`config.mk`:
```
export PLATFORM = sky130hd
export DESIGN_NAME = thresholded_dot_product_jaccard_top
export DESIGN_NICKNAME = d
export VERILOG_FILES = /design/src/hdl/tdpj_pkg.sv /design/src/hdl/tdpj_front.sv /design/src/hdl/tdpj_queue.sv /design/src/hdl/tdpj_back.sv /design/src/hdl/thresholded_dot_product_jaccard_top.sv
export SDC_FILE = /design/constraint.sdc
export NUM_CORES = 2
export LEC_CHECK = 0
export BUFFER_PORTS_ARGS = -buffer_cell sky130_fd_sc_hd__buf_2
export CAP_MARGIN = 20
export CORE_ASPECT_RATIO = 0.5
export CORE_MARGIN = 1.5
export CORE_UTILIZATION = 42
export DETAILED_ROUTE_END_ITERATION = 10
export PLACE_DENSITY = 0.66
export SLEW_MARGIN = 20
export SYNTH_ARGS = -nofsm -noshare
export SYNTH_HDL_FRONTEND = slang
export SYNTH_SLANG_ARGS = --single-unit
export TNS_END_PERCENT = 10
```
`constraint.sdc`:
```
create_clock -name clk -period 10.1 [get_ports clk]
set_input_delay 1.01 -clock clk [delete_from_list [all_inputs] [get_ports clk]]
set_output_delay 1.01 -clock clk [all_outputs]
set_load 0.01 [all_outputs]
```
`src/hdl/tdpj_pkg.sv`:
```
`timescale 1ns / 1ps
`default_nettype none

package tdpj_pkg;

    localparam int ELEM_W  = 16;
    localparam int PROD_W  = 2 * ELEM_W;
    localparam int DOT_W   = 44;
    localparam int NORM_W  = 46;
    localparam int NSUM_W  = NORM_W + 1;
    localparam int LEN_W   = 13;
    localparam int CODE_W  = 8;
    localparam int FRAC_W  = 16;

    localparam logic [LEN_W-1:0] MAX_VECTOR_LENGTH = 13'd4096;
    localparam logic [LEN_W-1:0] RESET_LENGTH      = 13'd2048;

    // Job queue between front and back
    localparam int QUEUE_DEPTH = 2;
    localparam int QPTR_W      = (QUEUE_DEPTH > 1) ? $clog2(QUEUE_DEPTH) : 1;
    localparam int QCNT_W      = $clog2(QUEUE_DEPTH + 1);

    typedef struct packed {
        logic [DOT_W-1:0]  dot;
        logic [NSUM_W-1:0] norm_sum;
    } job_t;

    typedef struct packed {
        logic              kept;
        logic [DOT_W-1:0]  dot;
        logic [CODE_W-1:0] code;
    } result_t;

endpackage

`default_nettype wire

```
`src/hdl/tdpj_front.sv`:
```
`timescale 1ns / 1ps
`default_nettype none

module tdpj_front
    import tdpj_pkg::*;
(
    input  wire logic                     clk,
    input  wire logic                     rst_n,
    input  wire logic                     accept,
    input  wire logic signed [ELEM_W-1:0] elem_a,
    input  wire logic signed [ELEM_W-1:0] elem_b,
    input  wire logic [NORM_W-1:0]        norm_a,
    input  wire logic [NORM_W-1:0]        norm_b,
    input  wire logic                     last_element,
    output logic                          job_push,
    output job_t                          job
);

    logic [DOT_W-1:0]         acc_reg;
    logic [DOT_W-1:0]         acc_next;
    logic signed [PROD_W-1:0] prod;
    logic [DOT_W-1:0]         sum_with_prod;

    assign prod          = elem_a * elem_b;
    assign sum_with_prod = acc_reg + {{(DOT_W-PROD_W){prod[PROD_W-1]}}, prod};

    // Emit a job on the final pair and clear the running sum
    always_comb
    begin
        acc_next = acc_reg;
        if (accept)
        begin
            acc_next = last_element ? '0 : sum_with_prod;
        end
    end

    assign job_push     = accept && last_element;
    assign job.dot      = sum_with_prod;
    assign job.norm_sum = {1'b0, norm_a} + {1'b0, norm_b};

    always_ff @(posedge clk or negedge rst_n)
    begin
        if (!rst_n)
        begin
            acc_reg <= '0;
        end
        else
        begin
            acc_reg <= acc_next;
        end
    end

endmodule

`default_nettype wire

```
`src/hdl/tdpj_queue.sv`:
```
`timescale 1ns / 1ps
`default_nettype none

module tdpj_queue
    import tdpj_pkg::*;
(
    input  wire logic clk,
    input  wire logic rst_n,
    input  wire logic wr_en,
    input  job_t      wr_job,
    output logic      full,
    input  wire logic rd_en,
    output job_t      rd_job,
    output logic      empty
);

    job_t              slot_reg [QUEUE_DEPTH];
    logic [QPTR_W-1:0] wr_ptr_reg;
    logic [QPTR_W-1:0] wr_ptr_next;
    logic [QPTR_W-1:0] rd_ptr_reg;
    logic [QPTR_W-1:0] rd_ptr_next;
    logic [QCNT_W-1:0] count_reg;
    logic [QCNT_W-1:0] count_next;
    logic              do_wr;
    logic              do_rd;

    assign full   = (count_reg == QCNT_W'(QUEUE_DEPTH));
    assign empty  = (count_reg == '0);
    assign do_wr  = wr_en && !full;
    assign do_rd  = rd_en && !empty;
    assign rd_job = slot_reg[rd_ptr_reg];

    always_comb
    begin
        wr_ptr_next = wr_ptr_reg;
        rd_ptr_next = rd_ptr_reg;
        count_next  = count_reg;
        if (do_wr)
        begin
            wr_ptr_next = (wr_ptr_reg == QPTR_W'(QUEUE_DEPTH - 1)) ? '0 : wr_ptr_reg + 1'b1;
        end
        if (do_rd)
        begin
            rd_ptr_next = (rd_ptr_reg == QPTR_W'(QUEUE_DEPTH - 1)) ? '0 : rd_ptr_reg + 1'b1;
        end
        if (do_wr && !do_rd)
        begin
            count_next = count_reg + 1'b1;
        end
        else if (do_rd && !do_wr)
        begin
            count_next = count_reg - 1'b1;
        end
    end

    always_ff @(posedge clk or negedge rst_n)
    begin
        if (!rst_n)
        begin
            wr_ptr_reg <= '0;
            rd_ptr_reg <= '0;
            count_reg  <= '0;
        end
        else
        begin
            wr_ptr_reg <= wr_ptr_next;
            rd_ptr_reg <= rd_ptr_next;
            count_reg  <= count_next;
        end
    end

    always_ff @(posedge clk)
    begin
        if (do_wr)
        begin
            slot_reg[wr_ptr_reg] <= wr_job;
        end
    end

endmodule

`default_nettype wire

```
`src/hdl/tdpj_back.sv`:
```
`timescale 1ns / 1ps
`default_nettype none

module tdpj_back
    import tdpj_pkg::*;
(
    input  wire logic             clk,
    input  wire logic             rst_n,
    input  wire logic [LEN_W-1:0] vector_length,
    input  wire logic             job_empty,
    input  job_t                  job,
    output logic                  job_pop,
    input  wire logic             res_pop,
    output logic                  res_valid,
    output result_t               res
);

    localparam logic [2:0] ST_IDLE = 3'd0;
    localparam logic [2:0] ST_MULT = 3'd1;
    localparam logic [2:0] ST_SUMR = 3'd2;
    localparam logic [2:0] ST_TEST = 3'd3;
    localparam logic [2:0] ST_DIV  = 3'd4;
    localparam logic [2:0] ST_HOLD = 3'd5;

    localparam int LO_W  = 24;
    localparam int HI_W  = NSUM_W - LO_W;
    localparam int PLO_W = LEN_W + LO_W;
    localparam int PHI_W = LEN_W + HI_W;
    localparam int R_W   = 59;
    localparam int N_W   = DOT_W - 1 + FRAC_W;
    localparam int DIV_W = 68;

    logic [2:0]        state_reg;
    logic [2:0]        state_next;
    logic              res_valid_reg;
    logic              res_valid_next;

    logic [DOT_W-1:0]  dot_reg;
    logic [DOT_W-1:0]  dot_next;
    logic [NSUM_W-1:0] nsum_reg;
    logic [NSUM_W-1:0] nsum_next;
    logic [PLO_W-1:0]  plo_reg;
    logic [PLO_W-1:0]  plo_next;
    logic [PHI_W-1:0]  phi_reg;
    logic [PHI_W-1:0]  phi_next;
    logic [R_W-1:0]    r_reg;
    logic [R_W-1:0]    r_next;
    logic [DIV_W-1:0]  rem_reg;
    logic [DIV_W-1:0]  rem_next;
    logic [DIV_W-1:0]  ysh_reg;
    logic [DIV_W-1:0]  ysh_next;
    logic [CODE_W-1:0] q_reg;
    logic [CODE_W-1:0] q_next;
    logic [2:0]        cnt_reg;
    logic [2:0]        cnt_next;
    logic              kept_reg;
    logic              kept_next;
    logic [CODE_W-1:0] code_reg;
    logic [CODE_W-1:0] code_next;
    result_t           res_reg;
    result_t           res_next;

    logic [LEN_W-1:0]  len_eff;
    logic [N_W-1:0]    n;
    logic              positive;
    logic [63:0]       n20;
    logic              over_thresh;
    logic              saturate;
    logic [R_W-1:0]    d;
    logic [DIV_W-1:0]  dividend;
    logic              ge;

    // Zero length counts as one, long lengths saturate
    always_comb
    begin
        if (vector_length == '0)
        begin
            len_eff = LEN_W'(1);
        end
        else if (vector_length > MAX_VECTOR_LENGTH)
        begin
            len_eff = MAX_VECTOR_LENGTH;
        end
        else
        begin
            len_eff = vector_length;
        end
    end

    assign n           = {dot_reg[DOT_W-2:0], {FRAC_W{1'b0}}};
    assign positive    = (dot_reg != '0) && !dot_reg[DOT_W-1];
    assign n20         = {1'b0, n, 4'b0} + {3'b0, n, 2'b0};
    assign over_thresh = positive && (n20 > {{(64-R_W){1'b0}}, r_reg});
    assign saturate    = ({n, 1'b0} >= {1'b0, r_reg});
    assign d           = r_reg - n;
    // 510*n + d, the numerator of the rounded quotient
    assign dividend    = {n, 9'b0} - {8'b0, n, 1'b0} + {{(DIV_W-R_W){1'b0}}, d};
    assign ge          = (rem_reg >= ysh_reg);

    assign job_pop   = (state_reg == ST_IDLE) && !job_empty;
    assign res_valid = res_valid_reg;
    assign res       = res_reg;

    always_comb
    begin
        state_next     = state_reg;
        res_valid_next = res_valid_reg;
        dot_next       = dot_reg;
        nsum_next      = nsum_reg;
        plo_next       = plo_reg;
        phi_next       = phi_reg;
        r_next         = r_reg;
        rem_next       = rem_reg;
        ysh_next       = ysh_reg;
        q_next         = q_reg;
        cnt_next       = cnt_reg;
        kept_next      = kept_reg;
        code_next      = code_reg;
        res_next       = res_reg;

        if (res_pop && res_valid_reg)
        begin
            res_valid_next = 1'b0;
        end

        case (state_reg)
            ST_IDLE:
            begin
                if (!job_empty)
                begin
                    dot_next   = job.dot;
                    nsum_next  = job.norm_sum;
                    state_next = ST_MULT;
                end
            end
            ST_MULT:
            begin
                plo_next   = len_eff * nsum_reg[LO_W-1:0];
                phi_next   = len_eff * nsum_reg[NSUM_W-1:LO_W];
                state_next = ST_SUMR;
            end
            ST_SUMR:
            begin
                r_next     = R_W'({phi_reg, {LO_W{1'b0}}} + {{(PHI_W + LO_W - PLO_W){1'b0}}, plo_reg});
                state_next = ST_TEST;
            end
            ST_TEST:
            begin
                kept_next = over_thresh;
                if (!over_thresh)
                begin
                    code_next  = '0;
                    state_next = ST_HOLD;
                end
                else if (saturate)
                begin
                    code_next  = '1;
                    state_next = ST_HOLD;
                end
                else
                begin
                    rem_next   = dividend;
                    ysh_next   = {{(DIV_W-R_W-8){1'b0}}, d, 8'b0};
                    q_next     = '0;
                    cnt_next   = 3'd7;
                    state_next = ST_DIV;
                end
            end
            ST_DIV:
            begin
                // One quotient bit per cycle, most significant first
                if (ge)
                begin
                    rem_next = rem_reg - ysh_reg;
                end
                ysh_next = ysh_reg >> 1;
                q_next   = {q_reg[CODE_W-2:0], ge};
                cnt_next = cnt_reg - 1'b1;
                if (cnt_reg == '0)
                begin
                    code_next  = {q_reg[CODE_W-2:0], ge};
                    state_next = ST_HOLD;
                end
            end
            ST_HOLD:
            begin
                if (!res_valid_reg)
                begin
                    res_next.kept  = kept_reg;
                    res_next.dot   = dot_reg;
                    res_next.code  = code_reg;
                    res_valid_next = 1'b1;
                    state_next     = ST_IDLE;
                end
            end
            default:
            begin
                state_next = ST_IDLE;
            end
        endcase
    end

    always_ff @(posedge clk or negedge rst_n)
    begin
        if (!rst_n)
        begin
            state_reg     <= ST_IDLE;
            res_valid_reg <= 1'b0;
        end
        else
        begin
            state_reg     <= state_next;
            res_valid_reg <= res_valid_next;
        end
    end

    always_ff @(posedge clk)
    begin
        dot_reg  <= dot_next;
        nsum_reg <= nsum_next;
        plo_reg  <= plo_next;
        phi_reg  <= phi_next;
        r_reg    <= r_next;
        rem_reg  <= rem_next;
        ysh_reg  <= ysh_next;
        q_reg    <= q_next;
        cnt_reg  <= cnt_next;
        kept_reg <= kept_next;
        code_reg <= code_next;
        res_reg  <= res_next;
    end

endmodule

`default_nettype wire

```
`src/hdl/thresholded_dot_product_jaccard_top.sv`:
```
// Thresholded dot product with Jaccard estimate. Element pairs of two signed
// 16-bit vectors are pushed one beat per cycle while the job queue has room;
// the front end multiplies and accumulates each pair into a 44-bit running
// sum that wraps on overflow. The beat with last_element high closes the
// vector pair: its product joins the sum, the sum and norm_a + norm_b are
// handed to a two-entry job queue, and the accumulator clears, so the next
// vector pair can stream in at once. The back end takes one job at a time:
// the 13 x 47-bit length-times-norm product is formed in two halves and
// summed, then the threshold test (20*dot*2^16 > L*(norm_a+norm_b)) runs,
// and, for kept pairs that do not saturate, a restoring divider yields
// round(255*N/(L*S-N)), rounded half away from zero. The back end limits
// the sustained rate of vector pairs, while element beats keep flowing at
// one per cycle until the job queue is full. Results are held in an output
// register until popped; the back end works on the next job meanwhile but
// waits in its hold state while that register is still occupied. The user
// must write vector_length through cfg_wr_en / cfg_wr_data only while the
// block is idle, which the block itself does not enforce; it resets to
// 2048, zero acts as 1 and values above 4096 act as 4096.
`timescale 1ns / 1ps
`default_nettype none

module thresholded_dot_product_jaccard_top
    import tdpj_pkg::*;
(
    input  wire logic                     clk,
    input  wire logic                     rst_n,
    input  wire logic                     push,
    output logic                          full,
    input  wire logic signed [ELEM_W-1:0] elem_a,
    input  wire logic signed [ELEM_W-1:0] elem_b,
    input  wire logic [NORM_W-1:0]        norm_a,
    input  wire logic [NORM_W-1:0]        norm_b,
    input  wire logic                     last_element,
    output logic                          empty,
    input  wire logic                     pop,
    output logic                          pair_kept,
    output logic signed [DOT_W-1:0]       dot_value,
    output logic [CODE_W-1:0]             similarity_code,
    input  wire logic                     cfg_wr_en,
    input  wire logic [LEN_W-1:0]         cfg_wr_data
);

    logic [LEN_W-1:0] vector_length_reg;
    logic [LEN_W-1:0] vector_length_next;
    logic             accept;
    logic             job_push;
    job_t             job_in;
    job_t             job_out;
    logic             job_empty;
    logic             job_pop;
    logic             res_valid;
    result_t          res;

    // Take a beat only when the job queue has room
    assign accept = push && !full;

    assign vector_length_next = cfg_wr_en ? cfg_wr_data : vector_length_reg;

    always_ff @(posedge clk or negedge rst_n)
    begin
        if (!rst_n)
        begin
            vector_length_reg <= RESET_LENGTH;
        end
        else
        begin
            vector_length_reg <= vector_length_next;
        end
    end

    // Front: multiply-accumulate, one job per vector pair
    tdpj_front u_front (
        .clk          (clk),
        .rst_n        (rst_n),
        .accept       (accept),
        .elem_a       (elem_a),
        .elem_b       (elem_b),
        .norm_a       (norm_a),
        .norm_b       (norm_b),
        .last_element (last_element),
        .job_push     (job_push),
        .job          (job_in)
    );

    // Decouple the streaming front from the multi-cycle back
    tdpj_queue u_queue (
        .clk    (clk),
        .rst_n  (rst_n),
        .wr_en  (job_push),
        .wr_job (job_in),
        .full   (full),
        .rd_en  (job_pop),
        .rd_job (job_out),
        .empty  (job_empty)
    );

    // Back: threshold test, divider and output register
    tdpj_back u_back (
        .clk           (clk),
        .rst_n         (rst_n),
        .vector_length (vector_length_reg),
        .job_empty     (job_empty),
        .job           (job_out),
        .job_pop       (job_pop),
        .res_pop       (pop),
        .res_valid     (res_valid),
        .res           (res)
    );

    assign empty           = !res_valid;
    assign pair_kept       = res.kept;
    assign dot_value       = res.dot;
    assign similarity_code = res.code;

endmodule

`default_nettype wire

```
Yosys cells after proc, flatten, opt, wreduce, memory -nomap -nowiden
Memory sizes are Yosys's and may differ from the RTL's. A register that Yosys moved wholly into a read port is not among the register bits.
Cells that the tools add are included.
{"block": "word_totals", "elab_cells": 119, "mem_count": 1, "ramBits": 182, "input_bits": 143, "latchBits": 0, "romBits": 0, "output_inout_bits": 55, "reg_bits": 404}
{"block": "op_classes", "mux": 35, "addsub": 13, "n_div": 0, "bitwise_logic": 2, "n_mul": 3, "n_reduce_logical": 29, "shifts": 0, "order_cmp": 4, "n_eq_ne": 13}
{"name": "u_queue.slot_reg", "depth": 2, "word_bits": 91, "rd": 1, "rd_clocked_by_memory_dff": 1, "write_ports": 1, "line_no": "tdpj_queue.sv:17", "source": "job_t slot_reg [QUEUE_DEPTH];"}
{"op": "68-bit 2-to-1 mux", "count": 5}
{"op": "68-bit case mux with 2 select lines", "count": 2}
{"op": "68-bit by 59-bit adder with 68-bit output", "count": 1}
{"op": "68-bit >= comparator", "count": 1}
{"op": "68-bit by 60-bit subtractor with 68-bit output", "count": 1}
{"op": "68-bit subtractor", "count": 1}
{"op": "63-bit by 61-bit adder with 64-bit output", "count": 1}
{"op": "64-bit by 59-bit > comparator with 1-bit output", "count": 1}
{"op": "60-bit by 59-bit >= comparator with 1-bit output", "count": 1}
{"op": "59-bit by 37-bit adder with 59-bit output", "count": 1}
{"op": "59-bit subtractor", "count": 1}
{"op": "46-bit by 46-bit adder with 47-bit output", "count": 1}
{"op": "44-bit adder", "count": 1}
{"op": "44-bit 2-to-1 mux", "count": 1}
{"op": "44-bit nonzero test", "count": 1}
{"op": "13-bit by 24-bit multiplier with 37-bit output", "count": 1}
{"op": "13-bit by 23-bit multiplier with 35-bit output", "count": 1}
{"op": "16-bit by 16-bit multiplier with 32-bit output", "count": 1}
{"op": "13-bit 2-to-1 mux", "count": 2}
{"op": "8-bit 2-to-1 mux", "count": 3}
{"op": "3-bit 2-to-1 mux", "count": 6}
{"op": "3-bit case mux with 6 select lines", "count": 1}
{"op": "8-bit case mux with 2 select lines", "count": 1}
{"op": "7-bit 2-to-1 mux", "count": 2}
{"op": "26 further kinds", "count": 61}

Depth between registers and ports, before layout
{"block": "logic_depth", "word_depth": 9, "ltp_mapped": 40, "mapped_depth_nobuf": 39}

Modules after synthesis
Synthesis repeated with hierarchy kept, for this count alone.
{"block": "unflattened", "cells_unflattened": 7545, "area_unflattened_um2": 74039.8}
{"module": "tdpj_back", "cells_per_inst": 5366, "area_each_um2": 50231.9, "instances": 1}
{"module": "tdpj_front", "cells_per_inst": 1848, "area_each_um2": 16113.0, "instances": 1}
{"module": "tdpj_queue", "cells_per_inst": 302, "area_each_um2": 7163.1, "instances": 1}
{"module": "thresholded_dot_product_jaccard_top", "cells_per_inst": 29, "area_each_um2": 531.8, "instances": 1}

Least setup slack after synthesis
Ideal clock, no wire load.
{"block": "synth_path", "kind": "register to register", "from": "register u_back.dot_reg[1]", "to": "register u_back.cnt_reg[0] (enable)", "stages_incl_launch_ff": 24, "required_time_ns": 9.474, "n_path_buf": 0, "setup_slack_ns": -0.313, "setup_time_ns": 0.626, "arrival_ns": 9.787, "path_cell_list": "edfxtp_1 -> ha_1 -> a211oi_1 -> o21ai_1 -> o31a_1 -> a21o_1 -> o21ai_1 -> o21ai_1 -> o2111ai_1 -> nor2b_1 -> a31oi_1 -> nor2b_1 -> nor2_1 -> o21bai_1 -> xor2_1 -> ha_1 -> o21ai_0 -> nand2b_1 -> a21oi_1 -> a41oi_1 -> o21ai_0 -> o211ai_1 -> o41ai_2 -> o31ai_1"}
{"block": "synth_between", "elab_chain_cells": 5, "word_cells_on_any_way": 9}
{"item": "start, declared", "line_no": "tdpj_back.sv:38", "source": "logic [DOT_W-1:0] dot_reg;"}
{"item": "start signal, assigned", "line_no": "tdpj_back.sv:219", "source": "dot_reg <= dot_next;"}
{"item": "63-bit by 61-bit adder with 64-bit output / 44-bit nonzero test (equally long branches)", "line_no": "tdpj_back.sv:92, tdpj_back.sv:91"}
{"item": "64-bit by 59-bit > comparator with 1-bit output / 1-bit logical AND (equally long branches)", "line_no": "tdpj_back.sv:93, tdpj_back.sv:91"}
{"item": "1-bit logical AND", "line_no": "tdpj_back.sv:93", "source": "assign over_thresh = positive && (n20 > {{(64-R_W){1'b0}}, r_reg});"}
{"item": "2-bit by 1-bit inequality test with 1-bit output (no source line)"}
{"item": "3-bit AND reduction (no source line) (*)"}
{"item": "end signal, assigned", "line_no": "tdpj_back.sv:227", "source": "cnt_reg <= cnt_next;"}
{"item": "end, declared", "line_no": "tdpj_back.sv:54", "source": "logic [2:0] cnt_reg;"}
Every way passes the cells marked *; elsewhere a longest branch is shown, timed or not.
A chain may end at the register's enable or synchronous reset.

==> results_dict.tcl <==
set metrics [dict create \
    htreeDepth 3 \
    cts_tree "built" \
    ys_ff_latch 676 \
    via_per_inst 5.33 \
    vias 51300 \
    synth_top_family_by_area "adder cells" \
    start_util_pct 42.6 \
    globalRouteMet2Util_pct 31.3 \
    use_met1_pct 28.5 \
    async_flop_share_pct 9.62 \
    drtIter0Drc 3618 \
    ys_types 89 \
    timing.rr.start "u_back.dot_reg[1]" \
    nNetsFinal 8885 \
    final_layout_size_suffix_gt1_share_pct 7.26 \
    cp-end-kind "flop" \
    globalRouteOverflowTotal 0 \
    final_core_util_pct 46.0 \
    cts.sinks 676 \
    first_pass_iters 7 \
    postCtsSetupRepairBufs 0 \
    hpwl_um 135000 \
    yosys_warnings 0 \
    numPortBuffers 197 \
    ioPinCount 198 \
    clockBufferDepth 3 \
    synth_compound_area_share_pct 12.3 \
    syn_inst 7240 \
    placed_area_um2 74900 \
    yosys.area_share.xor_xnor_pct 5.09 \
    largest_reg_flops 182 \
    cts_buffers 71 \
    path_class "in2reg" \
    synthMuxAreaShare_pct 1.80 \
    dieArea_um2 173000 \
    cts_hold_buf 0 \
    post-route-drc-count 0 \
    synthesis.nets 8824 \
    cts_resized 0 \
    fin_skew_ns 0.0417 \
    slew_headroom_pct 27.0 \
    synthFlopType "edfxtp_1" \
    detail-route-antenna-nets 0 \
    cp.required_ns 10.53 \
    slowest_delay_ns 0.56 \
    grt_max_degree 96 \
    syn_area_um2 71600 \
    synth_edf_count 611 \
    clkTransAtPathRegs_ns 0.06 \
    place_congestion 0.895 \
    avgSynthCellArea_um2 9.89 \
    antenna_found_initial 1 \
    grt_pass1_wl_um 276000 \
    grt_pass1_vias 51200 \
    synthAdderAreaFrac_pct 33.3 \
    hold_viol 0 \
    die_h_um 295 \
    synth_seq_area_share_pct 27.9 \
    wl_um 171000 \
    clockRootBuffer "clkbuf_16" \
    start_kind "input pin" \
    hp-class "in2async" \
    fin_crit_sh_pct 92.5 \
    path_max_fanout 16 \
    cp_slowest_cell "fa_1" \
    fmax_mhz 107 \
    post-route-cell-area_um2 77400 \
    tns_ns 0 \
    routedWlPerCell_um 17.8 \
    insertion_delay_ns 0.69 \
    maxSlewViolCount 0 \
    grt_usage_pct 19.7 \
    cap_viol_max_count 0 \
    status "finished clean" \
    critPathLaunch "elem_a[5]" \
    grt.busiest_layer "met2" \
    rows 106 \
    setup_viol 0 \
    dieWidth_um 587 \
    coreArea_um2 168000 \
    cp.arrival_ns 9.77 \
    met3_usage_pct 2.53 \
    period_needed_ns 9.35 \
    yosys.area_share.simple_pct 12.6 \
    rsz0062_at_grt "no" \
    crit_top_cell "fa_1" \
    worst_pin_slew_ns 1.08 \
    syn_to_final_growth_pct 8.18 \
]
area by class of cell:
class,count,area [µm²]
Fill cell,16000,90700
Multi-Input combinational cell,5231,46800
Sequential cell,676,20000
Inverter,1085,4070
Tap cell,2268,2840
Clock buffer,87,1880
Timing Repair Buffer,236,1280
Clock inverter,43,633
Antenna cell,1,2.50
critical path: cells and delay by family:
family                   cells  cell delay, ns
adder cells (fa/ha/maj)      8            3.88
buffers and inverters        5            0.40
AO/OA/AOI/OAI               11            2.85
XOR/XNOR                     3            0.50
AND/OR/NAND/NOR              8            1.11
path summary, 6_finish.rpt:
check,endpoint,slack [ns],cells past startpoint
max in group asynchronous,vector_length_reg[12],8.79,2
min in group clk,u_back.r_reg[21],0.42,0
worst max register to register,u_back.rem_reg[67],1.58,28
worst max-delay path,u_queue.slot_reg[0][90],0.75,35
worst min-delay path,u_queue.wr_ptr_reg,0.24,1
worst min register to register,u_back.r_reg[21],0.42,0
logic make-up after synthesis:
logic type,after synthesis
and+or+nand+nor,1914
adders and majority gates,1441
AOI/OAI and AO/OA,1345
buffers and inverters,1333
DFF,676
xor gates and xnor gates,416
muxes,115
Yosys cell counts, types with 14 or more instances:
cell | number | area (µm²)
nand2_1 | 865 | 3250
o21a_1 | 48 | 360
o31ai_1 | 29 | 218
and2_1 | 278 | 1740
mux2_2 | 108 | 1220
inv_1 | 1084 | 4070
xor2_1 | 161 | 1410
fa_1 | 774 | 15500
dfrtp_1 | 64 | 1600
edfxtp_1 | 611 | 18300
a31oi_1 | 30 | 188
or2_2 | 14 | 87.6
o211ai_1 | 16 | 120
clkbuf_1 | 235 | 882
ha_1 | 667 | 8350
a211oi_1 | 34 | 255
a21oi_1 | 425 | 2130
o21ai_1 | 39 | 195
o21bai_1 | 73 | 548
nand2b_1 | 61 | 382
nor2_1 | 276 | 1040
nand3_1 | 68 | 340
nor4_1 | 21 | 131
a22o_1 | 36 | 315
a21o_1 | 266 | 2000
nor3b_1 | 18 | 135
o21ai_0 | 202 | 1010
xnor2_1 | 255 | 2230
nor2b_1 | 77 | 482
nor3_1 | 53 | 265
nand4_1 | 74 | 463
and3_1 | 58 | 363
or3_1 | 17 | 106
cells in the final DEF, fill, tap and decap left out, drive strengths merged, types with 10 or more instances in the layout:
cell type	netlist	routed
o211ai	16	16
a211oi	37	37
nand3	68	68
o31a	10	10
nor4	21	21
ha	667	667
nor3b	18	18
o21a	48	48
xor2	161	161
clkinv	0	22
nand2b	61	61
dfrtp	64	64
nand2	865	865
xnor2	255	255
nor2	276	276
and4	11	11
fa	774	774
and2	278	278
o21ai	244	244
buf	13	236
a311oi	12	12
nand4	74	74
o21bai	73	73
nor2b	77	77
a22o	36	36
clkbuf	235	87
a31oi	33	33
or3	17	17
nor3	54	54
inv	1085	1089
a21oi	426	426
o31ai	31	31
mux2	108	108
a21o	266	266
a21boi	15	15
or2	23	23
edfxtp	611	611
and3	58	58
routing by layer:
metal	share of wire [%]	vias to the layer above
met2	45	1169
met3	4.9	221
li1	-	24300
met4	2.6	0
met1	48	25600
met5	0	-
metrics by stage:
step | setup slack (ns) | std cells | hold slack, ns
5_1_grt | 0.200 | 9626 | 0.225
2_1_floorplan | 1.01 | 7240 | 0.400
3_3_place_gp | 0.379 | 9496 | 0.401
3_5_place_dp | 0.150 | 9496 | 0.405
6_report | 0.754 | 9627 | 0.242
4_1_cts | 0.872 | 9626 | 0.209
Power is not shown: default switching activity piles up to over one toggle a cycle in this logic, so the estimate is an artifact.
